==> config.mk <==
export PLATFORM = sky130hd
export DESIGN_NAME = scan_front_sector_proximity_alert
export DESIGN_NICKNAME = d
export VERILOG_FILES = /design/src/rtl/sfspa_pkg.sv /design/src/rtl/sfspa_front.sv /design/src/rtl/sfspa_queue.sv /design/src/rtl/sfspa_back.sv /design/src/rtl/scan_front_sector_proximity_alert.sv
export SDC_FILE = /design/constraint.sdc
export NUM_CORES = 1
export LEC_CHECK = 0
export BUFFER_PORTS_ARGS = -buffer_cell sky130_fd_sc_hd__buf_4
export CAP_MARGIN = 20
export CORE_MARGIN = 2
export CORE_UTILIZATION = 45
export DETAILED_ROUTE_END_ITERATION = 8
export MAX_ROUTING_LAYER = met4
export PLACE_DENSITY_LB_ADDON = 0.25
export RECOVER_POWER = 25
export REMOVE_ABC_BUFFERS = 1
export SLEW_MARGIN = 20
export SYNTH_ARGS = -nofsm -noshare
export SYNTH_HDL_FRONTEND = slang
export SYNTH_SLANG_ARGS = --single-unit
==> constraint.sdc <==
create_clock -name clk -period 7.11 [get_ports clk]
set_input_delay 0.711 -clock clk [delete_from_list [all_inputs] [get_ports clk]]
set_output_delay 0.711 -clock clk [all_outputs]
set_load 0.02 [all_outputs]
==> src/rtl/sfspa_pkg.sv <==
// ----------------------------------------------------------------------------
// sfspa_pkg
// Shared types, constants and register indexes for the front-sector
// proximity alert block.
// ----------------------------------------------------------------------------
package sfspa_pkg;

    localparam int MAX_SCAN_POINTS_DEF = 8192;
    localparam int QUEUE_DEPTH         = 2;

    localparam int SCAN_W  = 14;
    localparam int RANGE_W = 16;
    localparam int SCORE_W = 16;
    localparam int ALERT_W = 2;
    localparam int CFG_IDX_W  = 3;
    localparam int CFG_DATA_W = 16;

    localparam int SCORE_FRAC = 15;
    localparam int DIV_CNT_W  = $clog2(SCORE_FRAC);

    localparam logic [SCAN_W-1:0]  SCAN_POINTS_RST = SCAN_W'(720);
    localparam logic [RANGE_W-1:0] RANGE_MIN_RST   = RANGE_W'(20);
    localparam logic [RANGE_W-1:0] RANGE_MAX_RST   = RANGE_W'(30000);
    localparam logic [RANGE_W-1:0] SAFETY_RST      = RANGE_W'(500);
    localparam logic               ENABLE_RST      = 1'b1;

    localparam logic [RANGE_W-1:0] RANGE_NONE  = {RANGE_W{1'b1}};
    localparam logic [SCORE_W-1:0] SCORE_CLEAR = SCORE_W'(1) << SCORE_FRAC;

    localparam logic [ALERT_W-1:0] ALERT_NONE   = 2'd0;
    localparam logic [ALERT_W-1:0] ALERT_MEDIUM = 2'd1;
    localparam logic [ALERT_W-1:0] ALERT_HIGH   = 2'd2;

    typedef enum logic [CFG_IDX_W-1:0] {
        REG_SCAN_POINTS = 3'd0,
        REG_RANGE_MIN   = 3'd1,
        REG_RANGE_MAX   = 3'd2,
        REG_SAFETY      = 3'd3,
        REG_ENABLE      = 3'd4
    } reg_index_t;

    typedef struct packed {
        logic [SCAN_W-1:0]  scan_points;
        logic [RANGE_W-1:0] range_min_mm;
        logic [RANGE_W-1:0] range_max_mm;
        logic [RANGE_W-1:0] safety_distance_mm;
        logic               monitor_enable;
    } cfg_t;

    typedef struct packed {
        logic [RANGE_W-1:0] min_mm;
        logic [RANGE_W-1:0] thr_mm;
    } scan_rec_t;

    typedef enum logic [1:0] {
        B_IDLE = 2'd0,
        B_DIV  = 2'd1,
        B_HOLD = 2'd2
    } back_state_t;

endpackage

==> src/rtl/sfspa_front.sv <==
// ----------------------------------------------------------------------------
// sfspa_front
// Counts samples within a scan, gates the front sector and range window,
// tracks the running minimum and hands one record per scan to the queue while monitoring is enabled.
// ----------------------------------------------------------------------------
module sfspa_front #(
    parameter int MAX_SCAN_POINTS = sfspa_pkg::MAX_SCAN_POINTS_DEF
) (
    input  logic                             clk,
    input  logic                             rst_n,
    input  sfspa_pkg::cfg_t                  cfg,
    input  logic                             push,
    output logic                             full,
    input  logic [sfspa_pkg::RANGE_W-1:0]    range_mm,
    output logic                             rec_push,
    output sfspa_pkg::scan_rec_t             rec_data,
    input  logic                             rec_full
);

    localparam int IDX_W = $clog2(MAX_SCAN_POINTS);
    localparam int LEN_W = $clog2(MAX_SCAN_POINTS + 1);
    localparam int CW    = (LEN_W > sfspa_pkg::SCAN_W) ? LEN_W : sfspa_pkg::SCAN_W;

    logic [IDX_W-1:0]              idx_reg, idx_next;
    logic [sfspa_pkg::RANGE_W-1:0] min_reg, min_next;

    logic [CW-1:0]    sp_ext;
    logic [CW-1:0]    n_clamp;
    logic [LEN_W-1:0] n_len;
    logic [LEN_W-1:0] lo_idx;
    logic [LEN_W+1:0] three_n;
    logic [LEN_W-1:0] hi_idx;
    logic [LEN_W-1:0] idx_ext;
    logic             last;
    logic             in_sector;
    logic             qualify;
    logic             accept;
    logic [sfspa_pkg::RANGE_W-1:0] min_upd;

    always_comb
    begin
        sp_ext = CW'(cfg.scan_points);
        if (sp_ext < CW'(4))
        begin
            n_clamp = CW'(4);
        end
        else if (sp_ext > CW'(MAX_SCAN_POINTS))
        begin
            n_clamp = CW'(MAX_SCAN_POINTS);
        end
        else
        begin
            n_clamp = sp_ext;
        end
        n_len   = n_clamp[LEN_W-1:0];
        lo_idx  = n_len >> 2;
        three_n = {2'b00, n_len} + {1'b0, n_len, 1'b0};
        hi_idx  = three_n[LEN_W+1:2];
        idx_ext = LEN_W'(idx_reg);
        last    = idx_ext >= (n_len - LEN_W'(1));
    end

    always_comb
    begin
        in_sector = (idx_ext >= lo_idx) && (idx_ext < hi_idx);
        qualify   = in_sector && (range_mm > cfg.range_min_mm) &&
                    (range_mm < cfg.range_max_mm) && (range_mm < min_reg);
        min_upd   = qualify ? range_mm : min_reg;
    end

    // only the closing sample of a scan needs room downstream
    assign full   = rec_full && last;
    assign accept = push && !full;

    always_comb
    begin
        idx_next = idx_reg;
        min_next = min_reg;
        rec_push = 1'b0;
        rec_data.min_mm = min_upd;
        rec_data.thr_mm = cfg.safety_distance_mm;
        if (accept)
        begin
            if (last)
            begin
                idx_next = '0;
                min_next = sfspa_pkg::RANGE_NONE;
                rec_push = cfg.monitor_enable;
            end
            else
            begin
                idx_next = idx_reg + IDX_W'(1);
                min_next = min_upd;
            end
        end
    end

    always_ff @(posedge clk or negedge rst_n)
    begin
        if (!rst_n)
        begin
            idx_reg <= '0;
            min_reg <= sfspa_pkg::RANGE_NONE;
        end
        else
        begin
            idx_reg <= idx_next;
            min_reg <= min_next;
        end
    end

`ifndef SYNTHESIS
    a_push_room: assert property (@(posedge clk) disable iff (!rst_n)
        rec_push |-> !rec_full)
        else $error("record transfer while queue full");
    a_idx_restart: assert property (@(posedge clk) disable iff (!rst_n)
        (accept && last) |=> (idx_reg == '0 && min_reg == sfspa_pkg::RANGE_NONE))
        else $error("scan state not restarted");
    a_min_monotone: assert property (@(posedge clk) disable iff (!rst_n)
        (accept && !last) |=> (min_reg <= $past(min_reg)))
        else $error("running minimum grew within a scan");
`endif

endmodule

==> src/rtl/sfspa_queue.sv <==
// ----------------------------------------------------------------------------
// sfspa_queue
// Short register queue of per-scan records between front and back.
// ----------------------------------------------------------------------------
module sfspa_queue (
    input  logic                 clk,
    input  logic                 rst_n,
    input  logic                 wr_en,
    input  sfspa_pkg::scan_rec_t wr_data,
    output logic                 q_full,
    input  logic                 rd_en,
    output sfspa_pkg::scan_rec_t rd_data,
    output logic                 q_empty
);

    localparam int D     = sfspa_pkg::QUEUE_DEPTH;
    localparam int PTR_W = (D > 1) ? $clog2(D) : 1;
    localparam int CNT_W = $clog2(D + 1);

    sfspa_pkg::scan_rec_t entry_reg [D];
    logic [PTR_W-1:0] wr_ptr_reg, wr_ptr_next;
    logic [PTR_W-1:0] rd_ptr_reg, rd_ptr_next;
    logic [CNT_W-1:0] cnt_reg, cnt_next;
    logic             do_wr;
    logic             do_rd;

    assign q_full  = cnt_reg == CNT_W'(D);
    assign q_empty = cnt_reg == '0;
    assign do_wr   = wr_en && !q_full;
    assign do_rd   = rd_en && !q_empty;
    assign rd_data = entry_reg[rd_ptr_reg];

    always_comb
    begin
        wr_ptr_next = wr_ptr_reg;
        rd_ptr_next = rd_ptr_reg;
        cnt_next    = cnt_reg;
        if (do_wr)
        begin
            wr_ptr_next = (wr_ptr_reg == PTR_W'(D - 1)) ? '0 : wr_ptr_reg + PTR_W'(1);
        end
        if (do_rd)
        begin
            rd_ptr_next = (rd_ptr_reg == PTR_W'(D - 1)) ? '0 : rd_ptr_reg + PTR_W'(1);
        end
        if (do_wr && !do_rd)
        begin
            cnt_next = cnt_reg + CNT_W'(1);
        end
        else if (do_rd && !do_wr)
        begin
            cnt_next = cnt_reg - CNT_W'(1);
        end
    end

    always_ff @(posedge clk or negedge rst_n)
    begin
        if (!rst_n)
        begin
            wr_ptr_reg <= '0;
            rd_ptr_reg <= '0;
            cnt_reg    <= '0;
        end
        else
        begin
            wr_ptr_reg <= wr_ptr_next;
            rd_ptr_reg <= rd_ptr_next;
            cnt_reg    <= cnt_next;
        end
    end

    always_ff @(posedge clk)
    begin
        if (do_wr)
        begin
            entry_reg[wr_ptr_reg] <= wr_data;
        end
    end

`ifndef SYNTHESIS
    a_cnt_bound: assert property (@(posedge clk) disable iff (!rst_n)
        cnt_reg <= CNT_W'(D))
        else $error("queue count overflow");
    a_cnt_track: assert property (@(posedge clk) disable iff (!rst_n)
        (do_wr && !do_rd) |=> (cnt_reg == $past(cnt_reg) + CNT_W'(1)))
        else $error("queue count lost a write");
    a_ptr_gap: assert property (@(posedge clk) disable iff (!rst_n)
        (cnt_reg == '0 || cnt_reg == CNT_W'(D)) |-> (wr_ptr_reg == rd_ptr_reg))
        else $error("queue pointers disagree with count");
`endif

endmodule

==> src/rtl/sfspa_back.sv <==
// ----------------------------------------------------------------------------
// sfspa_back
// Takes one scan record, grades the alert level, works out the Q1.15 score
// (bit-serial restoring divider below threshold) and holds the result until popped.
// ----------------------------------------------------------------------------
module sfspa_back (
    input  logic                          clk,
    input  logic                          rst_n,
    input  sfspa_pkg::scan_rec_t          rec_data,
    input  logic                          rec_empty,
    output logic                          rec_pop,
    output logic                          empty,
    input  logic                          pop,
    output logic [sfspa_pkg::RANGE_W-1:0] min_range_mm,
    output logic [sfspa_pkg::SCORE_W-1:0] proximity_score,
    output logic [sfspa_pkg::ALERT_W-1:0] alert_level
);

    localparam int RW = sfspa_pkg::RANGE_W;
    localparam int QW = sfspa_pkg::SCORE_FRAC;
    localparam int CNTW = sfspa_pkg::DIV_CNT_W;

    sfspa_pkg::back_state_t state_reg, state_next;

    logic [RW-1:0]                   min_reg, min_next;
    logic [RW-1:0]                   thr_reg, thr_next;
    logic [RW-1:0]                   rem_reg, rem_next;
    logic [QW-1:0]                   quo_reg, quo_next;
    logic [CNTW-1:0]                 cnt_reg, cnt_next;
    logic [sfspa_pkg::SCORE_W-1:0]   score_reg, score_next;
    logic [sfspa_pkg::ALERT_W-1:0]   alert_reg, alert_next;

    logic [RW:0] rem_shift;
    logic [RW:0] rem_sub;
    logic        q_bit;
    logic [QW-1:0] quo_shift;

    always_comb
    begin
        rem_shift = {rem_reg, 1'b0};
        rem_sub   = rem_shift - {1'b0, thr_reg};
        q_bit     = rem_shift >= {1'b0, thr_reg};
        quo_shift = {quo_reg[QW-2:0], q_bit};
    end

    always_comb
    begin
        state_next = state_reg;
        min_next   = min_reg;
        thr_next   = thr_reg;
        rem_next   = rem_reg;
        quo_next   = quo_reg;
        cnt_next   = cnt_reg;
        score_next = score_reg;
        alert_next = alert_reg;
        rec_pop    = 1'b0;
        case (state_reg)
            sfspa_pkg::B_IDLE:
            begin
                if (!rec_empty)
                begin
                    rec_pop  = 1'b1;
                    min_next = rec_data.min_mm;
                    thr_next = rec_data.thr_mm;
                    rem_next = rec_data.min_mm;
                    quo_next = '0;
                    cnt_next = '0;
                    if (rec_data.min_mm < rec_data.thr_mm)
                    begin
                        alert_next = ({rec_data.min_mm, 1'b0} < {1'b0, rec_data.thr_mm}) ?
                                     sfspa_pkg::ALERT_HIGH : sfspa_pkg::ALERT_MEDIUM;
                        state_next = sfspa_pkg::B_DIV;
                    end
                    else
                    begin
                        alert_next = sfspa_pkg::ALERT_NONE;
                        score_next = sfspa_pkg::SCORE_CLEAR;
                        state_next = sfspa_pkg::B_HOLD;
                    end
                end
            end
            sfspa_pkg::B_DIV:
            begin
                rem_next = q_bit ? rem_sub[RW-1:0] : rem_shift[RW-1:0];
                quo_next = quo_shift;
                cnt_next = cnt_reg + CNTW'(1);
                if (cnt_reg == CNTW'(QW - 1))
                begin
                    score_next = sfspa_pkg::SCORE_W'(quo_shift);
                    state_next = sfspa_pkg::B_HOLD;
                end
            end
            sfspa_pkg::B_HOLD:
            begin
                if (pop)
                begin
                    state_next = sfspa_pkg::B_IDLE;
                end
            end
            default:
            begin
                state_next = sfspa_pkg::B_IDLE;
            end
        endcase
    end

    always_ff @(posedge clk or negedge rst_n)
    begin
        if (!rst_n)
        begin
            state_reg <= sfspa_pkg::B_IDLE;
        end
        else
        begin
            state_reg <= state_next;
        end
    end

    always_ff @(posedge clk)
    begin
        min_reg   <= min_next;
        thr_reg   <= thr_next;
        rem_reg   <= rem_next;
        quo_reg   <= quo_next;
        cnt_reg   <= cnt_next;
        score_reg <= score_next;
        alert_reg <= alert_next;
    end

    assign empty           = state_reg != sfspa_pkg::B_HOLD;
    assign min_range_mm    = min_reg;
    assign proximity_score = score_reg;
    assign alert_level     = alert_reg;

`ifndef SYNTHESIS
    a_div_remainder: assert property (@(posedge clk) disable iff (!rst_n)
        (state_reg == sfspa_pkg::B_DIV) |-> (rem_reg < thr_reg))
        else $error("divider remainder out of range");
    a_score_range: assert property (@(posedge clk) disable iff (!rst_n)
        !empty |-> (proximity_score <= sfspa_pkg::SCORE_CLEAR))
        else $error("score above one");
    a_alert_clear: assert property (@(posedge clk) disable iff (!rst_n)
        (!empty && alert_level == sfspa_pkg::ALERT_NONE) |->
        (proximity_score == sfspa_pkg::SCORE_CLEAR))
        else $error("clear alert with reduced score");
    a_pop_release: assert property (@(posedge clk) disable iff (!rst_n)
        (!empty && pop) |=> (state_reg == sfspa_pkg::B_IDLE))
        else $error("result not released after transfer");
`endif

endmodule

==> src/rtl/scan_front_sector_proximity_alert.sv <==
// ----------------------------------------------------------------------------
// scan_front_sector_proximity_alert
// Front-sector minimum range monitor with Q1.15 proximity score and alert.
// ----------------------------------------------------------------------------
// samples: one transfer per cycle; only the closing sample of a scan can stall
// result: held in the back end; set directly when clear, else by the 15-step
//   bit-serial divider; one divider pass per scan sets the scan rate floor
// two scan records queue between sample front and divider back
// reset: config registers return to their defaults, scan restarts at index zero
// ----------------------------------------------------------------------------
module scan_front_sector_proximity_alert #(
    parameter int MAX_SCAN_POINTS = sfspa_pkg::MAX_SCAN_POINTS_DEF
) (
    input  logic                             clk,
    input  logic                             rst_n,
    input  logic                             cfg_we,
    input  logic [sfspa_pkg::CFG_IDX_W-1:0]  cfg_index,
    input  logic [sfspa_pkg::CFG_DATA_W-1:0] cfg_data,
    input  logic                             push,
    output logic                             full,
    input  logic [sfspa_pkg::RANGE_W-1:0]    range_mm,
    output logic                             empty,
    input  logic                             pop,
    output logic [sfspa_pkg::RANGE_W-1:0]    min_range_mm,
    output logic [sfspa_pkg::SCORE_W-1:0]    proximity_score,
    output logic [sfspa_pkg::ALERT_W-1:0]    alert_level
);

    sfspa_pkg::cfg_t      cfg_reg;
    sfspa_pkg::scan_rec_t wr_rec;
    sfspa_pkg::scan_rec_t rd_rec;
    logic                 wr_en;
    logic                 q_full;
    logic                 rd_en;
    logic                 q_empty;

    always_ff @(posedge clk or negedge rst_n)
    begin
        if (!rst_n)
        begin
            cfg_reg.scan_points        <= sfspa_pkg::SCAN_POINTS_RST;
            cfg_reg.range_min_mm       <= sfspa_pkg::RANGE_MIN_RST;
            cfg_reg.range_max_mm       <= sfspa_pkg::RANGE_MAX_RST;
            cfg_reg.safety_distance_mm <= sfspa_pkg::SAFETY_RST;
            cfg_reg.monitor_enable     <= sfspa_pkg::ENABLE_RST;
        end
        else if (cfg_we)
        begin
            case (cfg_index)
                sfspa_pkg::REG_SCAN_POINTS:
                    cfg_reg.scan_points <= cfg_data[sfspa_pkg::SCAN_W-1:0];
                sfspa_pkg::REG_RANGE_MIN:
                    cfg_reg.range_min_mm <= cfg_data[sfspa_pkg::RANGE_W-1:0];
                sfspa_pkg::REG_RANGE_MAX:
                    cfg_reg.range_max_mm <= cfg_data[sfspa_pkg::RANGE_W-1:0];
                sfspa_pkg::REG_SAFETY:
                    cfg_reg.safety_distance_mm <= cfg_data[sfspa_pkg::RANGE_W-1:0];
                sfspa_pkg::REG_ENABLE:
                    cfg_reg.monitor_enable <= cfg_data[0];
                default:
                    cfg_reg <= cfg_reg;
            endcase
        end
    end

    sfspa_front #(
        .MAX_SCAN_POINTS(MAX_SCAN_POINTS)
    ) u_front (
        .clk      (clk),
        .rst_n    (rst_n),
        .cfg      (cfg_reg),
        .push     (push),
        .full     (full),
        .range_mm (range_mm),
        .rec_push (wr_en),
        .rec_data (wr_rec),
        .rec_full (q_full)
    );

    sfspa_queue u_queue (
        .clk     (clk),
        .rst_n   (rst_n),
        .wr_en   (wr_en),
        .wr_data (wr_rec),
        .q_full  (q_full),
        .rd_en   (rd_en),
        .rd_data (rd_rec),
        .q_empty (q_empty)
    );

    sfspa_back u_back (
        .clk             (clk),
        .rst_n           (rst_n),
        .rec_data        (rd_rec),
        .rec_empty       (q_empty),
        .rec_pop         (rd_en),
        .empty           (empty),
        .pop             (pop),
        .min_range_mm    (min_range_mm),
        .proximity_score (proximity_score),
        .alert_level     (alert_level)
    );

endmodule
# Word-level counts from Yosys, hierarchy flattened
# Memories as Yosys holds them, arrays and structs flattened.
# Index checks and enable logic that the tools add are counted.
# Widths: inputs -> output; s select.
# op_classes
n_mux	32
magnitude_cmp	11
bitwise	1
reduce_logical	29
addsub	9
n_eq_ne	13
# op_table
op	count
$mux 16	7
$pmux 16 s2	2
$lt 16x16->1	3
$mux 14	3
$pmux 14 s2	1
$ge 17x16->1	1
$lt 17x16->1	1
$add 14x15->16	1
$gt 16x16->1	1
$sub 16x16->16	1
$ge 13x14->1	1
$gt 14x14->1 const B	1
$lt 13x14->1	1
$lt 14x3->1 const B	1
$mux 2	7
$reduce_and 2->1	7
$sub 14x1->14 const B	1
$add 13x1->13 const B	1
$ge 13x12->1	1
$mux 13	1
$logic_and 1x1->1	10
$mux 1	8
$ne 2x2->1 const B	4
$pmux 4 s2	1
other kinds (20)	29
# totals
inputBits	40
ff_bits	182
ramBits	64
elab_cells	114
memories	1
output_inout_bits	36
# memory_table
memory	depth	word_bits	rd	rd_clocked_by_memory_dff	wr	line_no	text
u_queue.entry_reg	2	32	1	0	1	sfspa_queue.sv:20	sfspa_pkg::scan_rec_t entry_reg [D];

# Depth between registers and ports, before layout
# logic_depth
word_depth	14
depth_mapped	25
mapped_depth_nobuf	24

# Cells and area by module
# A second synthesis with hierarchy kept.
# hier_totals
hier_cells	1253
hier_area_um2	14701.6
# by_module_without_submodules
mod	seq_area_each_um2	cells_per_inst	n_inst	area_per_inst_um2
sfspa_front	745.7	599	1	4827.1
sfspa_back	2572.5	398	1	4735.8
sfspa_queue	2021.9	119	1	2658.8
scan_front_sector_proximity_alert	1601.5	137	1	2479.9

# Least setup slack after synthesis
# OpenSTA, ideal clock, no wires.
# synth_path
kind	register -> register
startpoint	reg cfg_reg[57] (netlist name)
endpoint	mem u_queue.entry_reg[0][16] (netlist name) (data pin)
arrival_time_ps	5282
path_slack_ps	1562
n_path_buf	1
stages_incl_launch_ff	22
t_required_ps	6844
cell_sequence	dfrtp_1 > nor4_1 > and3_1 > nor2_1 > nor2_1 > inv_1 > fa_1 > nand2b_1 > a2111oi_0 > o21ai_1 > nand2_1 > a21oi_1 > o21ai_0 > xor2_1 > ha_1 > a2111o_1 > a2111o_1 > a31oi_1 > nor3_1 > nor4b_4 > buf_4 > mux2_1
# synth_via
elab_chain_len	10
elab_cells_between_ends	12
classes_between	1 x add/sub; 4 x order compare; 3 x mux; 4 x reduce/logical
# synth_lines
item	line_no	text
from (decl)	scan_front_sector_proximity_alert.sv:29	sfspa_pkg::cfg_t cfg_reg;
from (signal assigned)	scan_front_sector_proximity_alert.sv:61	cfg_reg <= cfg_reg;
$gt 14x14->1	sfspa_front.sv:47	else if (sp_ext > CW'(MAX_SCAN_POINTS))
$mux 14	sfspa_front.sv:47	
$mux 14 *	sfspa_front.sv:43	if (sp_ext < CW'(4))
$add 14x15->16	sfspa_front.sv:57	three_n = {2'b00, n_len} + {1'b0, n_len, 1'b0};
$lt 13x14->1	sfspa_front.sv:65	in_sector = (idx_ext >= lo_idx) && (idx_ext < hi_idx);
$logic_and 1x1->1 *	sfspa_front.sv:65	
$logic_and 1x1->1 * (2 in a row)	sfspa_front.sv:66	qualify = in_sector && (range_mm > cfg.range_min_mm) &&
$logic_and 1x1->1 *	sfspa_front.sv:67	(range_mm < cfg.range_max_mm) && (range_mm < min_reg);
$mux 16 *	sfspa_front.sv:68	min_upd = qualify ? range_mm : min_reg;
named net u_front.min_upd, one bit	sfspa_front.sv:38	logic [sfspa_pkg::RANGE_W-1:0] min_upd;
to (decl)	sfspa_queue.sv:20	
# Mark *: on every way through the listed nets, which the timed path passes. The rest lies on a longest branch.

# Worst setup path in the final report
# Ends and elaborated chain as after synthesis.

==> summary.txt <==
status = finished with violations
failing checks = capacitance limit, slew limit
total gr overflow = 0
number of synthesized register bits = 246
Worst-path clk slew = 0.06 ns
cell-internal power = 3.996 mW
GR peak layer = met2
max reg flops = 64
max incr delay on CP = 0.65 ns
Util after Layout = 0.5118
CTS tree = yes
top post-synthesis cells by area = edfxtp_1 (31%), ha_1 (14%), dfrtp_1 (11%)
initial core utilization = 0.4541
GRT met2 Usage = 0.3389
final setup vio count = 0
DP Area = 15,230 um^2
Final ANT Viol Nets = 0
Mapped Area = 14,220 um^2
fin crit share = 0.8860
initial antenna violation count = 0
hold slack = 0.3912 ns
CP startpoint = cfg_reg[57]
Arrival @ worst endpoint = 6.57 ns
post-synthesis cell type count = 72
post-route setup TNS = 0 ns
Setup WS pre-CTS = 0.8191 ns
final non-filler cell total = 1,779
largest net degree at the start of global routing = 64
power per cell area = 401.6 nW/um^2
H-tree levels = 1
vias per cell = 5.474
DRC = 0
Final Skew = 0.01895 ns
Seq pwr share = 0.353
DR iter-0 viols = 478
synthesized instance count = 1,280
Worst setup EP type = register
Root Buffer = clkbuf_16
Sw Share = 0.3790
DRT Wirelength = 30.93 mm
Worst path top cell family by delay = compound AO/OA/AOI/OAI gates
startpoint types = register
worst-path cell chain = nor4_1 -> and3_1 -> nor2_1 -> nor2_1 -> inv_1 -> fa_1 -> nand2b_1 -> a2111oi_0 -> o21ai_1 -> nand2_1 -> a21oi_1 -> o21ai_0 -> xor2_1 -> ha_1 -> a2111o_1 -> a2111o_1 -> a31oi_1 -> nor3_1 -> nor4b_4 -> buf_12 -> mux2_1
leakage = 6.742 nW
Worst Min Path Start = pop
met3 Usage GRT = 0.02146
GRT Util Overall = 0.1953
Worst Hold Class = primary input to register
critical setup path kind = register to register
I/O pins = 76
CTS sink count = 246
Req. time, crit path = 7.38 ns
Slew HR = -0.6429
Clock Tree Buf Depth = 3
met1 Use GR = 0.2384
share of layout cells above drive strength 1 = 0.1641
Power Total = 6.435 mW
# nets final = 1,559
most frequent cells in the layout = ha_1 (161), edfxtp_1 (148), inv_1 (112)
most common cell after layout, fill and taps aside = ha_1
Seq/Total Area, Yosys = 0.4882
RSZ-0062 raised after global routing = no
Die Span Y = 181.8 um
post-DP HPWL = 22.50 mm
worst path bufs/invs = 2
Post-synth EDFFs = 148
Clock power frac = 0.203
synth warn = 0
Peak VDD IR = 0.1921 mV
later-pin clock latency in the skew report = 0.54 ns
postcts setup bufs = 0
Slew @ Worst Pin = 2.464 ns
ys flop type = edfxtp_1
vias in the first global route = 9,707
Mean Syn Cell Area = 11.11 um^2
total vias in the final route = 9,739
CP Max Fanout = 63
f_max = 158.7 MHz
core area = 31,310 um^2
min Tclk post-route = 6.299 ns
CTS resizes = 0
Synth top area share = 0.3126
global-route wire length before repair = 50.32 mm
cts hold-fix bufs = 0
area leader, netlist = edfxtp_1
Comb pwr share = 0.444
Hold Violations, Final = 0
Routed wire per std cell = 17.38 um
Ant. Diodes = 0
gpl congestion = 0.8973
Row Count = 65
r2r startpoint = cfg_reg[57]
area of the die = 33,030 um^2
Die Wd = 181.8 um
final instance area = 16,020 um^2
PortBufs = 75
CTS Buf Count = 27
Worst path slowest cell = a2111oi_0
placed insts = 1,729
Final WS setup = 0.8106 ns
switching pwr = 2.439 mW
first-pass iteration count of the detailed router = 4
Max Slew Vio Count = 45
ys async rst share = 0.3984
MaxCap Viol Count = 1
Syn-to-layout area delta = 12.70%
==> final timing paths <==
path                                             to  slack [ns]  depth (start not counted)
max in group asynchronous               cfg_reg[13]        4.38                          2
max                        u_queue.entry_reg[0][16]        0.81                         21
min reg2reg                u_queue.entry_reg[1][12]        0.47                          0
min                             u_back.state_reg[1]        0.39                          2
min in group asynchronous        u_front.idx_reg[4]        0.94                          1
max reg2reg                u_queue.entry_reg[0][16]        0.81                         21
==> per-layer routing <==
layer / vias up / wire (um)
met1: 4700 / 13540
met4: 0 / 1002
li1: 4809 / -
met2: 168 / 15410
met3: 62 / 968
met5: - / 0
==> cells by family after synthesis <==
| group | count (synthesis) | share of synthesized area |
|---|---|---|
| XOR/XNOR | 43 | 0.02649 |
| flip-flops | 246 | 0.4882 |
| AO/OA/AOI/OAI | 258 | 0.1205 |
| AND/OR/NAND/NOR | 338 | 0.1178 |
| adder cells (fa/ha/maj) | 163 | 0.1445 |
| multiplexers | 79 | 0.05993 |
| buffers and inverters | 153 | 0.04259 |
==> cell usage after synthesis, drive strengths merged (10+ instances only) <==
cell type and instances:
a21oi 52, xor2 17, nand2b 14, o21ai 96
mux2 49, a211oi 28, and4b 15, inv 112
ha 161, buf 10, dfrtp 62, nand3 29
dfstp 36, nand2 104, mux2i 30, a21o 11
nor3 27, o211ai 10, nor2 81, edfxtp 148
and2 16, clkbuf 31, nand4 15, xnor2 26
==> cell type report <==
cell class / count / area (um^2)
clock buffers: 42 / 752.0
clock inverters: 8 / 66.31
fillers: 2709 / 15290
inverters: 112 / 420.4
multi-input cells: 881 / 6683
flip-flops and latches: 246 / 6942
well taps: 402 / 503.0
repair buffers: 88 / 658.1
==> power groups by stage <==
stage | Clock [mW] | Combinational, mW | Sequential [mW]
5_1_grt | 1.40 | 3.23 | 2.31
6_report | 1.31 | 2.86 | 2.27
3_3_place_gp | 0 | 2.80 | 2.28
2_1_floorplan | 0 | 1.99 | 2.36
3_5_place_dp | 0 | 2.87 | 2.30
4_1_cts | 1.34 | 2.89 | 2.27
No activity file was read; power rests on OpenSTA's default activity.
